### config.mk
export PLATFORM = sky130hd
export DESIGN_NAME = hsv_to_rgb_pixel_flat
export DESIGN_NICKNAME = d
export VERILOG_FILES = /design/src/rtl/core/hsvrgb_pkg.sv /design/src/rtl/core/hsvrgb_if.sv /design/src/rtl/core/hsvrgb_hue.sv /design/src/rtl/core/hsvrgb_chan.sv /design/src/rtl/core/hsv_to_rgb_pixel.sv /design/src/flat_wrapper.sv
export SDC_FILE = /design/constraint.sdc
export NUM_CORES = 2
export LEC_CHECK = 0
export BUFFER_PORTS_ARGS = -buffer_cell sky130_fd_sc_hd__buf_4
export CELL_PAD_IN_SITES_DETAIL_PLACEMENT = 1
export CELL_PAD_IN_SITES_GLOBAL_PLACEMENT = 1
export CORE_MARGIN = 2
export CORE_UTILIZATION = 50
export DETAILED_ROUTE_END_ITERATION = 8
export PLACE_DENSITY_LB_ADDON = 0.1
export SYNTH_ARGS = -nofsm -noshare
export SYNTH_HDL_FRONTEND = slang
export SYNTH_HIERARCHICAL = 1
export SYNTH_SLANG_ARGS = --single-unit
### constraint.sdc
create_clock -name clk -period 10.8 [get_ports clk]
set_input_delay 2.16 -clock clk [delete_from_list [all_inputs] [get_ports clk]]
set_output_delay 2.16 -clock clk [all_outputs]
set_load 0.1 [all_outputs]
### src/rtl/core/hsvrgb_pkg.sv
// hsvrgb_pkg: types and constants of the HSV to RGB pixel converter.
// No dependencies; used by hsvrgb_hue, hsvrgb_chan and hsv_to_rgb_pixel.
package hsvrgb_pkg;

	// Radians to sextants (6/pi), unsigned Q.32, worked out at elaboration
	localparam logic [32:0] SEXT_SCALE = 33'((64'd600000000 << 32) / 64'd314159265);

	// One sextant in Q.16
	localparam logic [16:0] ONE_Q16 = 17'd65536;

	// Hue sextants, 60 degrees each
	typedef enum logic [2:0] {
		SEXT_RED_YEL = 3'd0,
		SEXT_YEL_GRN = 3'd1,
		SEXT_GRN_CYN = 3'd2,
		SEXT_CYN_BLU = 3'd3,
		SEXT_BLU_MAG = 3'd4,
		SEXT_MAG_RED = 3'd5
	} sextant_t;

	// Load enables of the four pipeline stages
	typedef struct packed {
		logic s1;
		logic s2;
		logic s3;
		logic s4;
	} stage_en_t;

endpackage

### src/rtl/core/hsvrgb_if.sv
// hsvrgb_if: valid/ready channels for HSV pixel words in and RGB words out.
// Depends on nothing but the payload widths of the block.
interface hsvrgb_in_if;
	logic               valid;
	logic               ready;
	logic signed [15:0] hue_angle;
	logic        [16:0] saturation;
	logic        [16:0] brightness;

	modport source (output valid, hue_angle, saturation, brightness, input ready);
	modport sink   (input valid, hue_angle, saturation, brightness, output ready);
endinterface

interface hsvrgb_out_if;
	logic       valid;
	logic       ready;
	logic [7:0] red;
	logic [7:0] green;
	logic [7:0] blue;

	modport source (output valid, red, green, blue, input ready);
	modport sink   (input valid, red, green, blue, output ready);
endinterface

### src/rtl/core/hsvrgb_hue.sv
// hsvrgb_hue: hue path, radians to sextant index and 16-bit fraction (stages 1-2).
// Depends on hsvrgb_pkg.
module hsvrgb_hue (
	input  logic                  clk,
	input  hsvrgb_pkg::stage_en_t en,
	input  logic signed [15:0]    hue_angle,
	output hsvrgb_pkg::sextant_t  sext_s2,
	output logic [15:0]           frac_s2
);

	// Reduce a count below 48 modulo 6 by compare and subtract
	function automatic logic [2:0] wrap6(input logic [5:0] q);
		logic [5:0] r;
		r = q;
		if (r >= 6'd24) r = r - 6'd24;
		if (r >= 6'd12) r = r - 6'd12;
		if (r >= 6'd6)  r = r - 6'd6;
		return r[2:0];
	endfunction

	logic signed [49:0] prod_full;
	logic signed [48:0] prod_s1;
	logic        [5:0]  turns;

	// Stage 1: hue times 6/pi, Q.44 sextants
	assign prod_full = hue_angle * $signed({1'b0, hsvrgb_pkg::SEXT_SCALE});

	always_ff @(posedge clk) begin
		if (en.s1) begin
			prod_s1 <= prod_full[48:0];
		end
	end

	// Stage 2: floor to whole sextants, lift by 18 to make it positive, wrap mod 6
	assign turns = {prod_s1[48], prod_s1[48:44]} + 6'd18;

	always_ff @(posedge clk) begin
		if (en.s2) begin
			sext_s2 <= hsvrgb_pkg::sextant_t'(wrap6(turns));
			frac_s2 <= prod_s1[43:28];
		end
	end

endmodule

### src/rtl/core/hsvrgb_chan.sv
// hsvrgb_chan: chroma, second component, offset and 8-bit scaling (stages 1-4).
// Depends on hsvrgb_pkg; takes sextant and fraction from hsvrgb_hue.
module hsvrgb_chan (
	input  logic                  clk,
	input  hsvrgb_pkg::stage_en_t en,
	input  logic [16:0]           saturation,
	input  logic [16:0]           brightness,
	input  hsvrgb_pkg::sextant_t  sext_s2,
	input  logic [15:0]           frac_s2,
	output logic [7:0]            red_s4,
	output logic [7:0]            green_s4,
	output logic [7:0]            blue_s4
);

	// floor((comp + m) * 255 / 2^48), saturated at 255
	function automatic logic [7:0] chan8(input logic [48:0] comp, input logic [48:0] m);
		logic [48:0] sum;
		logic [56:0] scaled;
		sum    = comp + m;
		scaled = {sum, 8'd0} - {8'd0, sum};
		if (scaled[56]) begin
			return 8'hFF;
		end
		return scaled[55:48];
	endfunction

	logic [16:0] sat_c, bri_c;
	logic [33:0] c_full;
	logic [32:0] c32_s1, c32_s2, c32_s3;
	logic [16:0] bri_s1, bri_s2;
	logic [16:0] xmul;
	logic [49:0] x_full;
	logic [48:0] x48_s3, m48_s3;
	hsvrgb_pkg::sextant_t sext_s3;
	logic [48:0] c48, comp_r, comp_g, comp_b;

	// Stage 1: clamp to 1.0, chroma c = v*s in Q1.32
	assign sat_c  = (saturation > hsvrgb_pkg::ONE_Q16) ? hsvrgb_pkg::ONE_Q16 : saturation;
	assign bri_c  = (brightness > hsvrgb_pkg::ONE_Q16) ? hsvrgb_pkg::ONE_Q16 : brightness;
	assign c_full = sat_c * bri_c;

	always_ff @(posedge clk) begin
		if (en.s1) begin
			c32_s1 <= c_full[32:0];
			bri_s1 <= bri_c;
		end
	end

	// Stage 2: wait for the sextant
	always_ff @(posedge clk) begin
		if (en.s2) begin
			c32_s2 <= c32_s1;
			bri_s2 <= bri_s1;
		end
	end

	// Stage 3: x = c*f on even sextants, c*(1-f) on odd ones; m = v - c (Q1.48)
	assign xmul   = sext_s2[0] ? 17'(hsvrgb_pkg::ONE_Q16 - {1'b0, frac_s2}) : {1'b0, frac_s2};
	assign x_full = c32_s2 * xmul;

	always_ff @(posedge clk) begin
		if (en.s3) begin
			x48_s3  <= x_full[48:0];
			m48_s3  <= {bri_s2, 32'd0} - {c32_s2, 16'd0};
			c32_s3  <= c32_s2;
			sext_s3 <= sext_s2;
		end
	end

	// Stage 4: route components by sextant, add offset, scale to 8 bits
	assign c48 = {c32_s3, 16'd0};

	always_comb begin
		case (sext_s3)
			hsvrgb_pkg::SEXT_RED_YEL: begin
				comp_r = c48;    comp_g = x48_s3; comp_b = '0;
			end
			hsvrgb_pkg::SEXT_YEL_GRN: begin
				comp_r = x48_s3; comp_g = c48;    comp_b = '0;
			end
			hsvrgb_pkg::SEXT_GRN_CYN: begin
				comp_r = '0;     comp_g = c48;    comp_b = x48_s3;
			end
			hsvrgb_pkg::SEXT_CYN_BLU: begin
				comp_r = '0;     comp_g = x48_s3; comp_b = c48;
			end
			hsvrgb_pkg::SEXT_BLU_MAG: begin
				comp_r = x48_s3; comp_g = '0;     comp_b = c48;
			end
			default: begin
				comp_r = c48;    comp_g = '0;     comp_b = x48_s3;
			end
		endcase
	end

	always_ff @(posedge clk) begin
		if (en.s4) begin
			red_s4   <= chan8(comp_r, m48_s3);
			green_s4 <= chan8(comp_g, m48_s3);
			blue_s4  <= chan8(comp_b, m48_s3);
		end
	end

endmodule

### src/rtl/core/hsv_to_rgb_pixel.sv
// HSV to RGB pixel converter. Takes one word per clock while the output keeps
// taking results (hue in radians, signed Q3.12; saturation and value in Q1.16,
// clamped to 1.0) and returns 8-bit red, green and blue. Four register stages,
// each holding one word: hue scaling and chroma multiply, sextant wrap,
// second-component multiply, offset and 8-bit scaling. Each stage loads when it
// is empty or its word moves on, so bubbles close up under back-pressure and up
// to four words are held while the output waits.
// Depends on hsvrgb_pkg, hsvrgb_if, hsvrgb_hue and hsvrgb_chan.
module hsv_to_rgb_pixel (
	input  logic               clk,
	input  logic               arst_n,
	hsvrgb_in_if.sink          pix_in,
	hsvrgb_out_if.source       pix_out
);

	hsvrgb_pkg::stage_en_t en;
	hsvrgb_pkg::sextant_t  sext_s2;
	logic [15:0] frac_s2;
	logic        vld_s1, vld_s2, vld_s3, vld_s4;
	logic [7:0]  red_s4, green_s4, blue_s4;

	// Stage load enables: a stage takes a word when empty or when its word leaves
	assign en.s4 = !vld_s4 || pix_out.ready;
	assign en.s3 = !vld_s3 || en.s4;
	assign en.s2 = !vld_s2 || en.s3;
	assign en.s1 = !vld_s1 || en.s2;

	assign pix_in.ready = en.s1;

	// Valid bits travel with the words
	always_ff @(posedge clk or negedge arst_n) begin
		if (!arst_n) begin
			vld_s1 <= 1'b0;
			vld_s2 <= 1'b0;
			vld_s3 <= 1'b0;
			vld_s4 <= 1'b0;
		end else begin
			if (en.s1) vld_s1 <= pix_in.valid;
			if (en.s2) vld_s2 <= vld_s1;
			if (en.s3) vld_s3 <= vld_s2;
			if (en.s4) vld_s4 <= vld_s3;
		end
	end

	hsvrgb_hue u_hue (
		.clk       (clk),
		.en        (en),
		.hue_angle (pix_in.hue_angle),
		.sext_s2   (sext_s2),
		.frac_s2   (frac_s2)
	);

	hsvrgb_chan u_chan (
		.clk        (clk),
		.en         (en),
		.saturation (pix_in.saturation),
		.brightness (pix_in.brightness),
		.sext_s2    (sext_s2),
		.frac_s2    (frac_s2),
		.red_s4     (red_s4),
		.green_s4   (green_s4),
		.blue_s4    (blue_s4)
	);

	assign pix_out.valid = vld_s4;
	assign pix_out.red   = red_s4;
	assign pix_out.green = green_s4;
	assign pix_out.blue  = blue_s4;

endmodule

### src/flat_wrapper.sv
// flat-port wrapper written by rule: the top's interface ports become plain ports
module hsv_to_rgb_pixel_flat 
  (clk, arst_n, pix_in_valid, pix_in_hue_angle, pix_in_saturation, pix_in_brightness, pix_in_ready, pix_out_valid, pix_out_red, pix_out_green, pix_out_blue, pix_out_ready);
  hsvrgb_in_if pix_in_i ();
  hsvrgb_out_if pix_out_i ();
  input  logic clk;
  input  logic arst_n;
  input wire logic [$bits(pix_in_i.valid)-1:0] pix_in_valid;
  input wire logic [$bits(pix_in_i.hue_angle)-1:0] pix_in_hue_angle;
  input wire logic [$bits(pix_in_i.saturation)-1:0] pix_in_saturation;
  input wire logic [$bits(pix_in_i.brightness)-1:0] pix_in_brightness;
  output wire logic [$bits(pix_in_i.ready)-1:0] pix_in_ready;
  output wire logic [$bits(pix_out_i.valid)-1:0] pix_out_valid;
  output wire logic [$bits(pix_out_i.red)-1:0] pix_out_red;
  output wire logic [$bits(pix_out_i.green)-1:0] pix_out_green;
  output wire logic [$bits(pix_out_i.blue)-1:0] pix_out_blue;
  input wire logic [$bits(pix_out_i.ready)-1:0] pix_out_ready;
  assign pix_in_i.valid = pix_in_valid;
  assign pix_in_i.hue_angle = pix_in_hue_angle;
  assign pix_in_i.saturation = pix_in_saturation;
  assign pix_in_i.brightness = pix_in_brightness;
  assign pix_in_ready = pix_in_i.ready;
  assign pix_out_valid = pix_out_i.valid;
  assign pix_out_red = pix_out_i.red;
  assign pix_out_green = pix_out_i.green;
  assign pix_out_blue = pix_out_i.blue;
  assign pix_out_i.ready = pix_out_ready;
  hsv_to_rgb_pixel u_core (.clk(clk), .arst_n(arst_n), .pix_in(pix_in_i), .pix_out(pix_out_i));
endmodule
# --- Word-level counts from Yosys, hierarchy flattened ---
# Cells that the tools add are included.
# W data, S select, Z words.
totals:
  register_bits: 328
  output_inout_bits: 26
  elab_cells: 80
classes:
  add_sub_neg: 12
  mul: 3
  order_cmp: 5
  eq_ne: 4
  muxes: 23
  n_reduce_logical: 15
op_table:
  columns: ["op", "n"]
  rows:
  - ["$pmux W49 S2", 3]
  - ["$sub A57 B49 Y57", 3]
  - ["$add A49 B49 Y49", 3]
  - ["$mux W17", 3]
  - ["$mul A33 B17 Y49", 1]
  - ["$sub A49 B49 Y49", 1]
  - ["$mux W8", 6]
  - ["$mul A16 B32 Y47 const B", 1]
  - ["$gt A17 B17 Y1 const B", 2]
  - ["$mul A17 B17 Y33", 1]
  - ["$mux W6", 4]
  - ["$sub A17 B16 Y17 const A", 1]
  - ["$reduce_or A2 Y1", 6]
  - ["$add A6 B5 Y6 const B", 1]
  - ["$eq A3 B2 Y1 const B", 2]
  - ["$ge A6 B3 Y1 const B", 1]
  - ["$ge A6 B4 Y1 const B", 1]
  - ["$ge A6 B5 Y1 const B", 1]
  - ["$mux W1", 6]
  - ["$sub A6 B4 Y6 const B", 1]
  - ["$sub A6 B5 Y6 const B", 1]
  - ["$logic_not A1 Y1", 4]
  - ["$logic_or A1 B1 Y1", 4]
  - ["$eq A3 B1 Y1 const B", 1]
  - ["4 further kinds", 4]

# --- Depth between registers and ports, before layout ---
depth:
  ltp_word: 10
  depth_mapped: 33
  depth_no_buf: 31

# --- Cells and area by module ---
# Netlist, hierarchy kept.
by_module_without_submodules:
  columns: ["module", "n_inst", "cells_each", "area_each_um2", "seq_area_each_um2"]
  rows:
  - ["hsvrgb_chan", 1, 5119, 45563.7, 7236.9]
  - ["hsvrgb_hue", 1, 885, 9142.5, 1201.2]
  - ["hsv_to_rgb_pixel", 1, 13, 168.9, 100.1]

# --- Worst setup path before layout ---
# Ideal clock, no wire load.
synth_timing:
  path_kind: "input -> register"
  from: "in pix_in_brightness[2]"
  to: "reg u_core.u_chan.c32_s1[32], data pin"
  t_arrival_ps: 8961
  slack_ps: 1579
  stages: 30
  path_buffers: 2
  cell_sequence: "nor4_1 > nand4_1 > nand2_1 > clkbuf_1 > nand2_1 > inv_1 > clkbuf_1 > nand2_1 > fa_1 > inv_1 > fa_1 > inv_1 > fa_1 > inv_1 > fa_1 > inv_1 > fa_1 > inv_1 > fa_1 > ha_1 > a21o_1 > a21o_1 > a211oi_1 > o31a_1 > o31a_1 > o31ai_1 > or4_1 > a31o_1 > a21oi_1 > xnor2_1"
synth_between:
  elab_chain_cells: 3
synth_rtl:
  columns: ["element", "line", "source"]
  rows:
  - ["start: declaration", "flat_wrapper.sv:11", "input wire logic [$bits(pix_in_i.brightness)-1:0] pix_in_brightness;"]
  - ["$gt A17 B17 Y1", "hsvrgb_chan.sv:39", "assign bri_c = (brightness > hsvrgb_pkg::ONE_Q16) ? hsvrgb_pkg::ONE_Q16 : brightness;"]
  - ["$mux W17", "hsvrgb_chan.sv:39", null]
  - ["named net u_core.u_chan.bri_c[3]", "hsvrgb_chan.sv:27", "logic [16:0] sat_c, bri_c;"]
  - ["$mul A17 B17 Y33", "hsvrgb_chan.sv:40", "assign c_full = sat_c * bri_c;"]
  - ["named net u_core.u_chan.c_full[32]", "hsvrgb_chan.sv:28", "logic [33:0] c_full;"]
  - ["end signal: assignment", "hsvrgb_chan.sv:44", "c32_s1 <= c_full[32:0];"]
  - ["end: declaration", "hsvrgb_chan.sv:29", "logic [32:0] c32_s1, c32_s2, c32_s3;"]
# The timed path passes the listed nets, and every way through them passes these cells.
# A chain may end at the register's enable or synchronous reset.

# --- Final worst setup path ---
layout_timing:
  from: "in pix_in_brightness[6]"
  to: "reg u_core.u_chan.c32_s1[32], data pin"
layout_between:
  elab_chain_cells: 3
layout_rtl:
  columns: ["element", "line"]
  rows:
  - ["$gt A17 B17 Y1", "hsvrgb_chan.sv:39"]
  - ["$mux W17 *", "hsvrgb_chan.sv:39"]
  - ["$mul A17 B17 Y33 *", "hsvrgb_chan.sv:40"]
  - ["named net u_core.u_chan.c_full[32]", "hsvrgb_chan.sv:28"]
# The timed path passes the listed nets; every way through them passes the cells marked *.

==> impl_metrics.yaml <==
outcome:
  outcome: "completed"
hold_path:
  hold_class: "reg2reg"
timing:
  slew_headroom_pct: 11.35
  finalSetupViolCount: 0
  rsz0062_at_grt: "false"
  drv_slew: 0
  worstMarginPinSlew_ps: 1318
  min_period_ps: 9643
  post-route-period-util_pct: 89.28
  max_freq_mhz: 103.7
  final.setup.tns_ps: 0
  finalHoldViolCount: 0
  skew_ps: 54.18
global_route:
  grt_pass1_wl_um: 257600
  grt_max_degree: 71
  grt.total_usage_pct: 29.43
  first_global_vias: 46500
  grt_remaining_overflow: 0
  antenna_found_initial: 2
place:
  portBuffers: 79
  hpwl_um: 136400
  place.gp.congestion: 0.9374
detailed_routing:
  viasPerCell: 5.645
  drt-initial-drc-count: 2022
  first_pass_iters: 8
  met1_length_um: 68880
  ant_nets: 0
  drt-total-wl_um: 163100
  wl_per_cell_um: 21.93
  wl_met2_um: 83060
  met3_wirelength_um: 5684
  vias: 41980
  maxUsedRoutingLayer: "met5"
  drc: 0
floorplanning:
  start_util_pct: 50.41
  io_pins: 80
  die_h_um: 335.3
  design.die.area_mm2: 0.1124
  core_mm2: 0.1089
  die_w_um: 335.3
  rows: 121
finish:
  final_common_cell: "inv_1"
  mostFrequentLayoutCells: "inv_1, fa_1, nand2_1, ha_1, edfxtp_1"
  area_delta_synth_final_pct: 6.669
  num_antenna_cells: 0
  fillCellCount: 12600
  finalNetCount: 7549
  drive_gt1_share_pct: 4.782
clocking:
  clk_path_buf_depth: 3
  cts_buffers: 38
  clock_latency_ps: 630
  tritoncts: "done"
  cts.sinks: 285
  path_clk_slew_ps: 60
  htreeDepth: 2
  cts_hold_buf: 0
  postCtsSetupRepairBufs: 0
  cts_resized: 0
  cts_root_buffer: "clkbuf_16"
logic_synthesis:
  synth-edff-count: 281
  synthDominantCellAreaShare_pct: 30.61
  yosysTopAreaCell: "fa_1"
  yosysWarnings: 6
  syn_area_mm2: 0.05488
  synth_ff_type: "edfxtp_1"
  seq_area_frac_synth_pct: 15.56
  synthTopCellsByArea: "fa_1, edfxtp_1, ha_1"
  synthArstFlopShare_pct: 1.404
  synth_seq_cells: 285
  syn_nets: 7573
  netlist_instances: 6017
  synth_cell_types: 97
  syn_area_per_cell_um2: 9.120
worst_setup_path:
  end_kind: "flip-flop"
  crit_type: "in2reg"
  critPathSlowestCell: "fa_1"
  cp_max_fo: 24
  arrival_ps: 10000
  reg2reg_slack_ps: 1490
  crit_required_ps: 11160
  max_stage_delay_ps: 580
  cp-start-kind: "input pin"
run:
  maxCapViolations: 0
==> routing by layer <==
metal | global-route usage (%) | up-vias
met5 | 0 | -
met2 | 53.20 | 854
met1 | 37.11 | 21740
met3 | 2.350 | 273
li1 | - | 19110
met4 | 9.665 | 4
==> cells by family after synthesis <==
group	share of synthesized area (%)
xor+xnor	3.942
simple gates	13.78
mux	0.2257
fa+ha+maj	45.72
compound gates	10.26
flops	15.56
buf+inv	10.51
==> area by class of cell <==
cell class	count	area, um^2	area share, %
Clock buffer	40	958.4	1.637
Multi-Input combinational cell	4199	40770	69.66
Inverter	1323	4966	8.484
Clock inverter	30	434.2	0.7417
Sequential cell	285	8538	14.59
Timing Repair Buffer	146	1096	1.872
Tap cell	1414	1769	3.022
==> sequential cells by signal (all words and copies together) (netlist names) <==
name / count
u_core/vld_s2: 1
u_core/u_chan/c32_s1: 33
u_core/u_chan/bri_s1: 17
u_core/vld_s1: 1
u_core/u_chan/c32_s3: 33
u_core/u_chan/c32_s2: 33
u_core/u_chan/m48_s3: 32
u_core/u_chan/blue_s4: 8
u_core/u_chan/green_s4: 8
u_core/vld_s3: 1
u_core/u_chan/sext_s3: 3
u_core/u_chan/bri_s2: 17
u_core/u_hue/prod_s1: 21
u_core/u_hue/frac_s2: 16
u_core/pix_out.valid: 1
u_core/u_chan/x48_s3: 49
u_core/u_hue/sext_s2: 3
u_core/u_chan/red_s4: 8
==> final timing paths <==
kind / to / cells after the start / startpoint
setup / recovery: u_core/u_chan/c32_s1[32] / 29 / pix_in_brightness[6]
hold / removal: u_core/u_chan/c32_s2[31] / 0 / u_core/u_chan/c32_s1[31]
setup reg to reg: u_core/u_chan/x48_s3[45] / 29 / u_core/u_hue/frac_s2[0]
hold reg to reg: u_core/u_chan/c32_s2[31] / 0 / u_core/u_chan/c32_s1[31]
max in group asynchronous: u_core/vld_s3 / 1 / arst_n
min in group asynchronous: u_core/vld_s1 / 1 / arst_n
==> synthesized netlist by cell type (all sizes together) (80+ instances only) <==
cell	instances
nand2	804
a22o	97
and2	196
ha	663
a21oi	206
edfxtp	281
inv	1322
xnor2	167
clkbuf	193
xor2	80
o21ai	130
fa	839
a21o	107
nor2	253
==> stage by stage <==
step	instance area (um^2)	std cells	utilization (%)	hold slack, ps	setup WS, ps
6_report	58530	7437	53.77	392.3	1157
5_1_grt	58530	7437	53.77	411.2	707.0
4_1_cts	58530	7437	53.77	396.0	1221
3_5_place_dp	57140	7367	52.49	405.2	560.8
3_3_place_gp	57140	7367	52.49	401.5	635.7
2_1_floorplan	54880	6017	-	400.3	1579
==> critical path, delay by kind of cell <==
| kind | cells | cell delay, ps |
|---|---|---|
| adders and majority gates | 7 | 3360 |
| AOI/OAI and AO/OA | 8 | 1680 |
| buffers and inverters | 7 | 900 |
| and+or+nand+nor | 6 | 1780 |
| xor gates and xnor gates | 1 | 80 |
Power is left out: the tool's default activity adds up to more than one toggle a clock period on the data nets, which glitch-free logic cannot reach.
